**src/albs_pkg.sv**
```systemverilog
package albs_pkg;

  // Interpolation segments of the fractional log2 table.
  localparam int LOG_SEGMENTS = 64;
  localparam int SEG_W = $clog2(LOG_SEGMENTS + 1);

  // EWMA weights in Q16: old value and new sample.
  localparam logic [15:0] EWMA_OLD = 16'd53740;
  localparam logic [15:0] EWMA_NEW = 16'd11796;

  localparam logic [14:0] LUX_CLAMP_Q4 = 15'd32000;
  localparam logic [16:0] Q16_ONE = 17'd65536;
  localparam logic [8:0] DISPLAY_MAX = 9'd100;
  localparam logic [8:0] LED_MAX = 9'd255;
  localparam logic [8:0] DEAD_BAND = 9'd2;

  // Widths of the shared serial divider.
  localparam int DIV_NW = 36;
  localparam int DIV_DW = 20;
  localparam int DIV_QW = 18;

  // Configuration register indexes.
  typedef enum logic [3:0] {
    REG_DISPLAY_STEP     = 4'd0,
    REG_LED_STEP         = 4'd1,
    REG_DISPLAY_FALLBACK = 4'd2,
    REG_LED_FALLBACK     = 4'd3,
    REG_DISPLAY_FLOOR    = 4'd4,
    REG_DISPLAY_SPAN     = 4'd5,
    REG_LED_FLOOR        = 4'd6,
    REG_LED_SPAN         = 4'd7
  } reg_index_t;

  // Sequencer states.
  typedef enum logic [3:0] {
    ST_IDLE,
    ST_EWMA,
    ST_EWMA_END,
    ST_NORM,
    ST_TAB,
    ST_PREP,
    ST_DIV1_START,
    ST_DIV1,
    ST_DIV2_START,
    ST_DIV2,
    ST_MAP,
    ST_SLEW,
    ST_DONE
  } state_t;

  typedef logic [16:0] lut_t [0:LOG_SEGMENTS];

  // Shift-and-subtract division for the table and constant computations.
  function automatic longint unsigned const_div(input longint unsigned num,
                                                input longint unsigned den);
    longint unsigned q;
    longint unsigned r;
    q = 0;
    r = 0;
    for (int i = 63; i >= 0; i--) begin
      r = (r << 1) | ((num >> i) & 1);
      q = q << 1;
      if (r >= den) begin
        r = r - den;
        q = q | 1;
      end
    end
    return q;
  endfunction

  // Truncated log2 of m/65536 in Q16 by repeated squaring.
  function automatic longint unsigned frac_log2(input longint unsigned m);
    longint unsigned v;
    longint unsigned r;
    longint unsigned b;
    v = m;
    r = 0;
    if (m >= 131072) return 65536;
    if (m < 65536) return 0;
    b = 32768;
    for (int i = 0; i < 16; i++) begin
      v = (v * v) >> 16;
      if (v >= 131072) begin
        v = v >> 1;
        r = r | b;
      end
      b = b >> 1;
    end
    return r;
  endfunction

  function automatic longint unsigned bpoint(input longint unsigned k);
    return const_div(k * 65536, LOG_SEGMENTS);
  endfunction

  function automatic lut_t build_bk();
    lut_t tab;
    for (int k = 0; k <= LOG_SEGMENTS; k++) tab[k] = 17'(bpoint(k));
    return tab;
  endfunction

  function automatic lut_t build_lk();
    lut_t tab;
    for (int k = 0; k <= LOG_SEGMENTS; k++) tab[k] = 17'(frac_log2(65536 + bpoint(k)));
    return tab;
  endfunction

  // Full log2(y/4096) in Q16, used for the normalizing constant.
  function automatic longint unsigned log2_lux(input longint unsigned y);
    longint unsigned p, f, t, k, bk, bk1, lk, lk1, d, w, diff, interp;
    p = 23;
    while (p > 12 && ((y >> p) & 1) == 0) p = p - 1;
    f = (p >= 16) ? (y >> (p - 16)) : (y << (16 - p));
    t = (f - 65536) & 16'hFFFF;
    k = (t * LOG_SEGMENTS) >> 16;
    bk = bpoint(k);
    bk1 = bpoint(k + 1);
    lk = frac_log2(65536 + bk);
    lk1 = frac_log2(65536 + bk1);
    d = bk1 - bk;
    w = (t > bk) ? (t - bk) : 0;
    if (w > d) w = d;
    diff = (lk1 > lk) ? (lk1 - lk) : 0;
    interp = lk;
    if (d != 0) interp = lk + const_div(diff * w + (d >> 1), d);
    return (p - 12) * 65536 + interp;
  endfunction

  localparam lut_t BK_TAB = build_bk();
  localparam lut_t LK_TAB = build_lk();
  localparam logic [DIV_DW-1:0] LMAX = DIV_DW'(log2_lux(32000 * 256 + 4096));

endpackage

```
**src/albs_div.sv**
```systemverilog
// Restoring divider, one quotient bit per cycle. The quotient must fit in
// DIV_QW bits, so the top dividend bits start out as the partial remainder.
// The divisor is captured at start and held for the whole division.
module albs_div (
  input  logic                             clk,
  input  logic                             rst,
  input  logic                             start,
  input  logic [albs_pkg::DIV_NW-1:0]      dividend,
  input  logic [albs_pkg::DIV_DW-1:0]      divisor,
  output logic                             done,
  output logic [albs_pkg::DIV_QW-1:0]      quotient
);

  localparam int QW = albs_pkg::DIV_QW;
  localparam int DW = albs_pkg::DIV_DW;
  localparam int NW = albs_pkg::DIV_NW;

  logic [DW-1:0]        rem;
  logic [DW-1:0]        dvs;
  logic [QW-1:0]        low;
  logic [QW-1:0]        q;
  logic [$clog2(QW+1)-1:0] cnt;
  logic                 busy;
  logic [DW:0]          trial;
  logic                 fits;

  // Trial subtraction of one quotient bit.
  always_comb begin
    trial = {rem, low[QW-1]};
    fits  = trial >= {1'b0, dvs};
  end

  // Iteration control.
  always_ff @(posedge clk) begin
    if (rst) begin
      busy <= 1'b0;
      done <= 1'b0;
      cnt  <= '0;
    end else begin
      done <= 1'b0;
      if (start) begin
        busy <= 1'b1;
        cnt  <= ($clog2(QW+1))'(QW);
      end else if (busy) begin
        cnt <= cnt - 1'b1;
        if (cnt == ($clog2(QW+1))'(1)) begin
          busy <= 1'b0;
          done <= 1'b1;
        end
      end
    end
  end

  // Remainder and quotient shift registers.
  always_ff @(posedge clk) begin
    if (start) begin
      rem <= DW'(dividend[NW-1:QW]);
      low <= dividend[QW-1:0];
      dvs <= divisor;
      q   <= '0;
    end else if (busy) begin
      rem <= fits ? DW'(trial - {1'b0, dvs}) : trial[DW-1:0];
      low <= {low[QW-2:0], 1'b0};
      q   <= {q[QW-2:0], fits};
    end
  end

  assign quotient = q;

endmodule

```
**src/ambient_light_brightness_slew.sv**
```systemverilog
// Ambient light to display and LED brightness. Each input transaction carries one
// sample in Q12.4 lux (tdata) and a valid flag (tuser) and yields one output
// transaction with the slewed display percent, LED level and a flag telling whether
// the sample updated the filter. An unused sample (invalid or negative) goes straight
// to the slew step. A valid sample passes through the bit-serial EWMA multiply (skipped
// for the first valid sample, which loads the filter), a leading-one shift and two
// divisions in one shared serial divider. A stalled output holds the block in its done
// state until the output register is free.
// One sample is processed at a time; a new one is taken while the previous result
// waits in the output register.
// Configuration writes are always accepted, and indexes beyond 7 are ignored.
module ambient_light_brightness_slew (
  input  logic        clk,
  input  logic        rst,
  input  logic        s_tvalid,
  output logic        s_tready,
  input  logic [15:0] s_tdata,   // [15:0] lux_q4
  input  logic [0:0]  s_tuser,   // [0] lux_ok
  output logic        m_tvalid,
  input  logic        m_tready,
  output logic [15:0] m_tdata,   // [6:0] display_percent, [14:7] led_level, [15] zero
  output logic [0:0]  m_tuser,   // [0] sample_used
  input  logic        cfg_valid,
  output logic        cfg_ready,
  input  logic [3:0]  cfg_index,
  input  logic [7:0]  cfg_data
);

  localparam int SW = albs_pkg::SEG_W;

  albs_pkg::state_t state, state_next;

  logic [6:0]  display_step, display_fallback, display_floor, display_span;
  logic [7:0]  led_step, led_fallback, led_floor, led_span;

  logic [23:0] filtered;
  logic        loaded;
  logic [6:0]  display_now;
  logic [7:0]  led_now;
  logic        used;

  logic [22:0] sample_x;
  logic [41:0] acc;
  logic [3:0]  bit_cnt;
  logic [23:0] y;
  logic [3:0]  shift_cnt;
  logic [16:0] bk, bk1, lk, lk1;
  logic [15:0] t_frac;
  logic [16:0] d, w, diff;
  logic [19:0] lv;
  logic [16:0] n;
  logic [8:0]  tgt_disp, tgt_led;

  logic [6:0]  out_disp;
  logic [7:0]  out_led;
  logic        out_used;

  logic        div_start, div_done;
  logic [albs_pkg::DIV_NW-1:0] div_dividend;
  logic [albs_pkg::DIV_DW-1:0] div_divisor;
  logic [albs_pkg::DIV_QW-1:0] div_q;

  logic        in_take, in_used;
  logic [14:0] raw_clamped;
  logic [41:0] acc_step, acc_round;
  logic [26:0] k_prod;
  logic [SW-1:0] k_idx, k_idx1;
  logic [16:0] w_raw;
  logic [19:0] interp_sum;
  logic [24:0] disp_prod, led_prod;
  logic [8:0]  disp_map, led_map;
  logic [6:0]  disp_slew;
  logic [7:0]  led_slew;

  albs_div u_div (
    .clk      (clk),
    .rst      (rst),
    .start    (div_start),
    .dividend (div_dividend),
    .divisor  (div_divisor),
    .done     (div_done),
    .quotient (div_q)
  );

  // Brightness step toward a target with a dead band.
  function automatic logic [8:0] approach(input logic [8:0] now, input logic [8:0] target,
                                          input logic [8:0] step);
    logic [8:0] gap;
    logic [9:0] up, dn;
    gap = (now > target) ? now - target : target - now;
    up  = {1'b0, now} + {1'b0, step};
    dn  = {1'b0, target} + {1'b0, step};
    if (gap <= albs_pkg::DEAD_BAND) return now;
    if (now < target) return (up < {1'b0, target}) ? up[8:0] : target;
    return ({1'b0, now} > dn) ? now - step : target;
  endfunction

  assign cfg_ready = 1'b1;

  // Configuration registers.
  always_ff @(posedge clk) begin
    if (rst) begin
      display_step     <= 7'd8;
      led_step         <= 8'd6;
      display_fallback <= 7'd55;
      led_fallback     <= 8'd32;
      display_floor    <= 7'd18;
      display_span     <= 7'd82;
      led_floor        <= 8'd8;
      led_span         <= 8'd64;
    end else if (cfg_valid) begin
      unique case (cfg_index)
        albs_pkg::REG_DISPLAY_STEP:     display_step     <= cfg_data[6:0];
        albs_pkg::REG_LED_STEP:         led_step         <= cfg_data;
        albs_pkg::REG_DISPLAY_FALLBACK: display_fallback <= cfg_data[6:0];
        albs_pkg::REG_LED_FALLBACK:     led_fallback     <= cfg_data;
        albs_pkg::REG_DISPLAY_FLOOR:    display_floor    <= cfg_data[6:0];
        albs_pkg::REG_DISPLAY_SPAN:     display_span     <= cfg_data[6:0];
        albs_pkg::REG_LED_FLOOR:        led_floor        <= cfg_data;
        albs_pkg::REG_LED_SPAN:         led_span         <= cfg_data;
        default: ;
      endcase
    end
  end

  // Combinational datapath pieces.
  always_comb begin
    in_take     = s_tvalid && s_tready;
    in_used     = s_tuser[0] && !s_tdata[15];
    raw_clamped = (s_tdata[14:0] > albs_pkg::LUX_CLAMP_Q4) ? albs_pkg::LUX_CLAMP_Q4
                                                           : s_tdata[14:0];
    acc_step    = {acc[40:0], 1'b0}
                + (albs_pkg::EWMA_OLD[bit_cnt] ? 42'(filtered) : 42'd0)
                + (albs_pkg::EWMA_NEW[bit_cnt] ? 42'(sample_x) : 42'd0);
    acc_round   = acc + 42'd32768;
    k_prod      = 27'(t_frac) * 27'(albs_pkg::LOG_SEGMENTS);
    k_idx       = SW'(k_prod[26:16]);
    k_idx1      = k_idx + 1'b1;
    w_raw       = ({1'b0, t_frac} > bk) ? {1'b0, t_frac} - bk : 17'd0;
    interp_sum  = 20'(lk) + 20'(div_q);
    disp_prod   = 25'(n) * 25'(display_span) + 25'd32768;
    led_prod    = 25'(n) * 25'(led_span) + 25'd32768;
    disp_map    = 9'(display_floor) + 9'(disp_prod[24:16]);
    led_map     = 9'(led_floor) + 9'(led_prod[24:16]);
    disp_slew   = 7'(approach(9'(display_now), tgt_disp, 9'(display_step)));
    led_slew    = 8'(approach(9'(led_now), tgt_led, 9'(led_step)));
  end

  // Next state.
  always_comb begin
    state_next = state;
    unique case (state)
      albs_pkg::ST_IDLE: begin
        if (in_take) begin
          if (!in_used) state_next = albs_pkg::ST_SLEW;
          else if (loaded) state_next = albs_pkg::ST_EWMA;
          else state_next = albs_pkg::ST_NORM;
        end
      end
      albs_pkg::ST_EWMA:
        if (bit_cnt == 4'd0) state_next = albs_pkg::ST_EWMA_END;
      albs_pkg::ST_EWMA_END: state_next = albs_pkg::ST_NORM;
      albs_pkg::ST_NORM:
        if (y[23] || shift_cnt == 4'd11) state_next = albs_pkg::ST_TAB;
      albs_pkg::ST_TAB:        state_next = albs_pkg::ST_PREP;
      albs_pkg::ST_PREP:       state_next = albs_pkg::ST_DIV1_START;
      albs_pkg::ST_DIV1_START: state_next = albs_pkg::ST_DIV1;
      albs_pkg::ST_DIV1:
        if (div_done) state_next = albs_pkg::ST_DIV2_START;
      albs_pkg::ST_DIV2_START: state_next = albs_pkg::ST_DIV2;
      albs_pkg::ST_DIV2:
        if (div_done) state_next = albs_pkg::ST_MAP;
      albs_pkg::ST_MAP:        state_next = albs_pkg::ST_SLEW;
      albs_pkg::ST_SLEW:       state_next = albs_pkg::ST_DONE;
      albs_pkg::ST_DONE:
        if (!m_tvalid || m_tready) state_next = albs_pkg::ST_IDLE;
      default:                 state_next = albs_pkg::ST_IDLE;
    endcase
  end

  // State outputs: input handshake and divider operands.
  always_comb begin
    s_tready     = 1'b0;
    div_start    = 1'b0;
    div_dividend = '0;
    div_divisor  = albs_pkg::LMAX;
    unique case (state)
      albs_pkg::ST_IDLE: s_tready = 1'b1;
      albs_pkg::ST_DIV1_START: begin
        div_start    = 1'b1;
        div_dividend = albs_pkg::DIV_NW'(diff) * albs_pkg::DIV_NW'(w)
                     + albs_pkg::DIV_NW'(d >> 1);
        div_divisor  = albs_pkg::DIV_DW'(d);
      end
      albs_pkg::ST_DIV2_START: begin
        div_start    = 1'b1;
        div_dividend = {lv, 16'd0} + albs_pkg::DIV_NW'(albs_pkg::LMAX >> 1);
      end
      default: ;
    endcase
  end

  // Control state.
  always_ff @(posedge clk) begin
    if (rst) begin
      state       <= albs_pkg::ST_IDLE;
      loaded      <= 1'b0;
      filtered    <= '0;
      display_now <= 7'd55;
      led_now     <= 8'd32;
      m_tvalid    <= 1'b0;
    end else begin
      state <= state_next;
      if (state == albs_pkg::ST_IDLE && in_take && in_used && !loaded) begin
        loaded   <= 1'b1;
        filtered <= {1'b0, raw_clamped, 8'd0};
      end
      if (state == albs_pkg::ST_EWMA_END) filtered <= acc_round[39:16];
      // A new result replaces a taken one in the same cycle.
      if (state == albs_pkg::ST_DONE && (!m_tvalid || m_tready)) begin
        m_tvalid <= 1'b1;
      end else if (m_tvalid && m_tready) begin
        m_tvalid <= 1'b0;
      end
      if (state == albs_pkg::ST_SLEW) begin
        display_now <= disp_slew;
        led_now     <= led_slew;
      end
    end
  end

  // Datapath registers.
  always_ff @(posedge clk) begin
    unique case (state)
      albs_pkg::ST_IDLE: begin
        used      <= in_used;
        sample_x  <= {raw_clamped, 8'd0};
        acc       <= '0;
        bit_cnt   <= 4'd15;
        shift_cnt <= 4'd0;
        y         <= {1'b0, raw_clamped, 8'd0} + 24'd4096;
        tgt_disp  <= (display_fallback > 7'd100) ? albs_pkg::DISPLAY_MAX
                                                 : 9'(display_fallback);
        tgt_led   <= 9'(led_fallback);
      end
      albs_pkg::ST_EWMA: begin
        acc     <= acc_step;
        bit_cnt <= bit_cnt - 1'b1;
      end
      albs_pkg::ST_EWMA_END: y <= acc_round[39:16] + 24'd4096;
      albs_pkg::ST_NORM: begin
        if (!(y[23] || shift_cnt == 4'd11)) begin
          y         <= {y[22:0], 1'b0};
          shift_cnt <= shift_cnt + 1'b1;
        end else begin
          t_frac <= y[22:7];
        end
      end
      albs_pkg::ST_TAB: begin
        bk  <= albs_pkg::BK_TAB[k_idx];
        bk1 <= albs_pkg::BK_TAB[k_idx1];
        lk  <= albs_pkg::LK_TAB[k_idx];
        lk1 <= albs_pkg::LK_TAB[k_idx1];
      end
      albs_pkg::ST_PREP: begin
        d    <= bk1 - bk;
        w    <= (w_raw > bk1 - bk) ? bk1 - bk : w_raw;
        diff <= (lk1 > lk) ? lk1 - lk : 17'd0;
      end
      albs_pkg::ST_DIV1:
        if (div_done) lv <= {4'd11 - shift_cnt, 16'd0} + interp_sum;
      albs_pkg::ST_DIV2:
        if (div_done) n <= (div_q > 18'(albs_pkg::Q16_ONE)) ? albs_pkg::Q16_ONE : div_q[16:0];
      albs_pkg::ST_MAP: begin
        tgt_disp <= (disp_map > albs_pkg::DISPLAY_MAX) ? albs_pkg::DISPLAY_MAX : disp_map;
        tgt_led  <= (led_map > albs_pkg::LED_MAX) ? albs_pkg::LED_MAX : led_map;
      end
      albs_pkg::ST_SLEW: begin
        out_disp <= disp_slew;
        out_led  <= led_slew;
        out_used <= used;
      end
      default: ;
    endcase
  end

  // Output register, loaded when the result is handed over.
  always_ff @(posedge clk) begin
    if (state == albs_pkg::ST_DONE && (!m_tvalid || m_tready)) begin
      m_tdata <= {1'b0, out_led, out_disp};
      m_tuser <= out_used;
    end
  end

endmodule

```
**config.mk**
```make
export PLATFORM = sky130hd
export DESIGN_NAME = ambient_light_brightness_slew
export DESIGN_NICKNAME = d
export VERILOG_FILES = /design/src/albs_pkg.sv /design/src/albs_div.sv /design/src/ambient_light_brightness_slew.sv
export SDC_FILE = /design/constraint.sdc
export NUM_CORES = 2
export LEC_CHECK = 0
export BUFFER_PORTS_ARGS = -buffer_cell sky130_fd_sc_hd__buf_2
export CAP_MARGIN = 20
export CORE_ASPECT_RATIO = 2
export CORE_UTILIZATION = 46
export CTS_BUF_LIST = sky130_fd_sc_hd__clkbuf_4 sky130_fd_sc_hd__clkbuf_8
export CTS_CLUSTER_SIZE = 20
export DETAILED_ROUTE_END_ITERATION = 10
export PLACE_DENSITY = 0.6
export SYNTH_ARGS = -nofsm -noshare
export SYNTH_HDL_FRONTEND = slang
export SYNTH_SLANG_ARGS = --single-unit
```
**constraint.sdc**
```tcl
create_clock -name clk -period 6.35 [get_ports clk]
set_input_delay 0.3175 -clock clk [delete_from_list [all_inputs] [get_ports clk]]
set_output_delay 0.3175 -clock clk [all_outputs]
set_load 0.005 [all_outputs]
```
Word level (Yosys, flattened, before mapping)
Memory sizes are Yosys's and may differ from the RTL's. A register that Yosys moved wholly into a read port is not among the register bits.
Index checks and enable logic that the tools add are counted.
{"block": "op_classes", "n_reduce_logical": 39, "n_mux": 68, "mul": 3, "add_sub_neg": 32, "magnitude_cmp": 20, "bitwise_logic": 3, "n_eq_ne": 28}
{"operator": "two-way mux 24 bit", "n": 4}
{"operator": "one-hot mux 40 bit (2 select lines)", "n": 1}
{"operator": "two-way mux 18 bit", "n": 4}
{"operator": "one-hot mux 24 bit (3 select lines)", "n": 1}
{"operator": "one-hot mux 36 bit (2 select lines)", "n": 1}
{"operator": "one-hot mux 4 bit (13 select lines)", "n": 1}
{"operator": "two-way mux 7 bit", "n": 7}
{"operator": "two-way mux 8 bit", "n": 6}
{"operator": "adder 40 x 16 -> 40 bit (second input constant)", "n": 1}
{"operator": "adder 40 x 23 -> 40 bit", "n": 1}
{"operator": "adder 40 x 24 -> 40 bit", "n": 1}
{"operator": "two-way mux 20 bit", "n": 2}
{"operator": "two-way mux 4 bit", "n": 10}
{"operator": "adder 36 x 19 -> 36 bit (second input constant)", "n": 1}
{"operator": "two-way mux 9 bit", "n": 4}
{"operator": "one-hot mux 9 bit (2 select lines)", "n": 2}
{"operator": "adder 34 x 16 -> 35 bit", "n": 1}
{"operator": "> comparator 17 bit", "n": 2}
{"operator": "multiplier 17 x 17 -> 34 bit", "n": 1}
{"operator": "two-way mux 17 bit", "n": 2}
{"operator": "subtractor 17 bit", "n": 2}
{"operator": "equality test 4 x 3 -> 1 bit (second input constant)", "n": 8}
{"operator": "AND reduction 2 bit", "n": 13}
{"operator": "adder 24 x 16 -> 25 bit (second input constant)", "n": 1}
{"operator": "other kinds (66)", "n": 116}
{"block": "totals", "rom_bits": 8736, "output_inout_bits": 20, "inputBits": 34, "ff_bits": 430, "memories": 6}
{"memory": "(name not given)", "depth": 128, "width": 17, "rd": 1, "rd_ports_with_merged_regs": 1, "wr": 0, "line_no": "ambient_light_brightness_slew.sv:263", "text": "lk1 <= albs_pkg::LK_TAB[k_idx1];"}
{"memory": "(name not given)", "depth": 128, "width": 17, "rd": 1, "rd_ports_with_merged_regs": 1, "wr": 0, "line_no": "ambient_light_brightness_slew.sv:262", "text": "lk <= albs_pkg::LK_TAB[k_idx];"}
{"memory": "(name not given)", "depth": 128, "width": 17, "rd": 1, "rd_ports_with_merged_regs": 1, "wr": 0, "line_no": "ambient_light_brightness_slew.sv:261", "text": "bk1 <= albs_pkg::BK_TAB[k_idx1];"}
{"memory": "(name not given)", "depth": 128, "width": 17, "rd": 1, "rd_ports_with_merged_regs": 1, "wr": 0, "line_no": "ambient_light_brightness_slew.sv:260", "text": "bk <= albs_pkg::BK_TAB[k_idx];"}
{"memory": "(name not given)", "depth": 16, "width": 1, "rd": 1, "rd_ports_with_merged_regs": 1, "wr": 0, "line_no": "ambient_light_brightness_slew.sv:134", "text": "+ (albs_pkg::EWMA_NEW[bit_cnt] ? 42'(sample_x) : 42'd0);"}
{"memory": "(name not given)", "depth": 16, "width": 1, "rd": 1, "rd_ports_with_merged_regs": 1, "wr": 0, "line_no": "ambient_light_brightness_slew.sv:133", "text": "+ (albs_pkg::EWMA_OLD[bit_cnt] ? 42'(filtered) : 42'd0)"}

Logic depth before layout (Yosys ltp)
{"block": "logic_depth", "word_depth": 8, "ltp_mapped": 31, "mapped_depth_nobuf": 29}

Modules after synthesis
From an unflattened synthesis, not the netlist that was laid out.
{"block": "hier_totals", "cells_unflattened": 5351, "area_unflattened_um2": 49194.7}
{"mod": "ambient_light_brightness_slew", "area_each_um2": 44681.6, "cells_each": 4938, "instances": 1, "seq_area_each_um2": 10460.0}
{"mod": "albs_div", "area_each_um2": 4513.1, "cells_each": 413, "instances": 1, "seq_area_each_um2": 2222.1}

Worst setup path before layout
OpenSTA, ideal clock, no wires.
{"block": "synth_timing", "kind": "register -> register", "from": "reg n[1]", "to": "reg tgt_led[7] (data pin)", "n_path_buf": 1, "path_stages_with_launch": 29, "arrival_time_ns": 6.500, "path_slack_ns": -0.404, "setup_time_ns": 0.254, "synth_period_minus_slack_ns": 6.754, "path_cell_list": "edfxtp_1 -> clkbuf_1 -> and2_1 -> fa_1 -> fa_1 -> fa_1 -> inv_1 -> fa_1 -> inv_1 -> ha_1 -> a21o_1 -> a221o_1 -> a31oi_1 -> o31ai_1 -> o41a_1 -> and2_1 -> nor2_1 -> xnor2_1 -> ha_1 -> a21oi_1 -> o21ai_0 -> a31oi_1 -> o21bai_1 -> a21oi_1 -> xnor2_1 -> nor3b_1 -> mux2_2 -> o21ai_0 -> o21a_1"}
{"block": "synth_between", "elab_chain_cells": 6}
{"element": "start, declared", "line_no": "ambient_light_brightness_slew.sv:51", "text": "logic [16:0] n;"}
{"element": "start signal, assigned", "line_no": "ambient_light_brightness_slew.sv:273", "text": "if (div_done) n <= (div_q > 18'(albs_pkg::Q16_ONE)) ? albs_pkg::Q16_ONE : div_q[16:0];"}
{"element": "multiplier 17 x 8 -> 25 bit (*)", "line_no": "ambient_light_brightness_slew.sv:142", "text": "led_prod = 25'(n) * 25'(led_span) + 25'd32768;"}
{"element": "adder 25 x 16 -> 25 bit (*)", "line_no": "ambient_light_brightness_slew.sv:142"}
{"element": "adder 8 x 9 -> 9 bit (*)", "line_no": "ambient_light_brightness_slew.sv:144", "text": "led_map = 9'(led_floor) + 9'(led_prod[24:16]);"}
{"element": "> comparator 9 x 8 -> 1 bit", "line_no": "ambient_light_brightness_slew.sv:276", "text": "tgt_led <= (led_map > albs_pkg::LED_MAX) ? albs_pkg::LED_MAX : led_map;"}
{"element": "two-way mux 9 bit (*)", "line_no": "ambient_light_brightness_slew.sv:276"}
{"element": "one-hot mux 9 bit (2 select lines) (*)", "line_no": "ambient_light_brightness_slew.sv:234", "text": "unique case (state)"}
{"element": "end signal, assigned", "line_no": "ambient_light_brightness_slew.sv:244", "text": "tgt_led <= 9'(led_fallback);"}
{"element": "end signal, assigned", "line_no": "ambient_light_brightness_slew.sv:276"}
{"element": "end, declared", "line_no": "ambient_light_brightness_slew.sv:52", "text": "logic [8:0] tgt_disp, tgt_led;"}
Every way passes the cells marked *; elsewhere a longest branch is shown, timed or not.
A chain may end at the register's enable or synchronous reset.

Worst setup path after layout
{"block": "layout_timing", "from": "reg n[5]", "to": "reg tgt_led[7] (data pin)"}
The elaborated chain is that of the path after synthesis.

==> metrics <==
end of the worst hold path led_fallback[4]$_SDFFE_PP0P_; pre-CTS setup slack -0.595 ns; WHS Path Cells 3; slew of the pin with the lowest slew margin 1.11 ns; Yosys top cell area share 20.3%; Initial DRC Count 1959; R2R setup slack -0.28 ns; Max Clk Rate 151 MHz; worst-skew pair later-pin latency 0.75 ns; most frequent cells in the layout inv_1, nand2_1, ha_1; H-tree depth 3; fin. max-slew vios 0; global route overflow 0; layout cells sized above 1 13.7%; post-route worst setup slack -0.284 ns; Initial Util 46.5%; Initial DRT Pass Iterations 5; total chip power 19.0 mW; DRC 0; core area 0.103 mm^2; placed insts 6648; Setup CP Type reg -> reg; Top FF cell, synth edfxtp_1; Min-Delay Path Class in -> reg; largest net degree at the start of global routing 66; Crit Reg-Reg Endpoint tgt_led[7]$_DFFE_PP_; TNS Setup -3.87 ns; die area 0.105 mm^2; Max FO, Critical Path 6; clk root buf clkbuf_8; status finished, violations left; I/O pin cnt 54; Final #Nets 6422; hpwl dp 109 mm; most common cell after layout, fill and taps aside inv_1; TritonCTS Sinks 457; Die H 458 um; sequential cell area fraction in the yosys report 25.9%; synthesis-to-finish area growth 14.0%; final non-filler cell total 6885; largest cells by area after synthesis edfxtp_1, fa_1, ha_1; first-pass GRT wire length 215 mm; design area 0.0544 mm^2; drt via density 5.52; initial antenna violation count 1; routability cong. 0.974; Synth warnings 0; Hold WS 0.0540 ns; synthesized flop and latch total 457; Crit path buffers/inverters 3; aggregate global-route resource usage 26.4%; hold_sp cfg_data[4]; vias in the first global route 40400; Crit-path slowest cell fa_1; antenna viol nets, final 0; Placed Area 0.0509 mm^2; number of max-cap violations 0; setup violators final 22; Worst-path clk slew 0.07 ns; Clock Path Buffers 3; input/output buffers 51; Fin. Hold Viols 0; Core Util, Final 53.0%; IR drop worst, VDD 0.550 mV; CTS tree yes; RSZ-0062 raised after global routing yes; leakage 25.1 nW; PD cells 348 mW/mm^2; largest delay contributor family on the critical path adder cells; Yosys cell types 80; drt total wl 138 mm; crit end category flop; synthesized cell area 0.0477 mm^2; total CTS buffers 74; skew final 0.0522 ns; worst rel slew slack 25.2%; Worst path most repeated cell fa_1; Rows 166; vias 38000; Final min period 6.63 ns; WL/cell 20.0 um; CP Data Required Time 6.86 ns; Die Wd 230 um; failing checks negative setup slack; area leader, netlist edfxtp_1; critical path data arrival time 7.14 ns; Mapped Avg Cell Area 9.12 um^2; worst r2r src n[5]$_SDFFCE_PN0P_; FF-to-FF path depth 28; Gate Count Post-Synth 5232; CP peak stage delay 0.55 ns; Final period util 104%; asr flop ratio synth 0%; Post-synth EDFFs 323; Startpoint Class flop
-- flip-flops by register name (all words and copies together), names as in the netlist, 18 cells and up, named ones only --
register,count
lv,20
acc,40
filtered,24
y,24
u_div.low,18
u_div.quotient,18
u_div.rem,20
-- where the power goes --
part / total, mW / internal [mW] / switching [mW]
registers: 4.76 / 4.20 / 0.559
clock network: 2.83 / 1.48 / 1.35
logic: 11.4 / 5.03 / 6.34
-- tightest hold or removal path: cells and delay by family --
family | cells | cell delay (ns)
buffers and inverters | 1 | 0.22
and+or+nand+nor | 1 | 0.05
muxes | 1 | 0.17
-- layer usage --
metal  vias to the layer above  part of all wire, %  track usage, %
li1                      18000                    -               -
met1                     18700                   33            24.2
met2                       936                   57            53.1
met3                       458                  2.9            2.66
met4                         0                  7.7            18.0
met5                         -                    0               0
-- cells in the mapped netlist (47+ instances only) --
master    number
a21o_1        94
a21oi_1      250
and2_1       375
clkbuf_1     227
dfxtp_1      134
edfxtp_1     323
fa_1         428
ha_1         479
inv_1        672
mux2i_1       99
nand2_1      566
nand3_1       92
nor2_1       363
nor2b_1       47
nor3_1        83
o21ai_0      207
xnor2_1      138
xor2_1        95
-- timing repair --
action                                 CTS  global route
buffers inserted                        59            23
endpoints found under the hold margin   61             0
hold buffers                            24             0
setup endpoints to repair               27            31
pin swaps                              129            86
resized for setup                      148           107
-- area by class of cell --
cell class              count  area (um^2)
fillers                  9662        48200
multi-input cells        3861        32900
flip-flops and latches    457        12400
repair buffers            412         3280
inverters                 675         2530
well taps                1344         1680
clock buffers             105         1320
clock inverters            30          268
diodes                      1         2.50
-- cells by family (layout without fill, tap and decap cells) --
family	Yosys count	count (layout)	synth area share (%)
adder cells (fa/ha/maj)	907	907	30.5
multiplexers	123	123	2.81
XOR/XNOR	233	233	4.28
flip-flops	457	457	25.9
AND/OR/NAND/NOR	1699	1699	17.1
other	2	6	0.0157
AO/OA/AOI/OAI	894	894	12.1
buffers and inverters	917	1222	7.26
-- worst max path at each step --
| stage | startpoint | slack, ns | endpoint | cells after the start |
|---|---|---|---|---|
| floorplan | n[3]$_SDFFCE_PN0P_ | -0.21 | tgt_led[7]$_DFFE_PP_ | 28 |
| CTS | n[4]$_SDFFCE_PN0P_ | -0.29 | tgt_led[7]$_DFFE_PP_ | 29 |
| detailed placement | n[4]$_SDFFCE_PN0P_ | -0.60 | tgt_led[7]$_DFFE_PP_ | 29 |
| finish | n[5]$_SDFFCE_PN0P_ | -0.28 | tgt_led[7]$_DFFE_PP_ | 28 |
| global route | n[5]$_SDFFCE_PN0P_ | -0.50 | tgt_led[7]$_DFFE_PP_ | 29 |
| global placement | n[4]$_SDFFCE_PN0P_ | -0.52 | tgt_led[7]$_DFFE_PP_ | 28 |
Power figures use the tool's default switching activity.
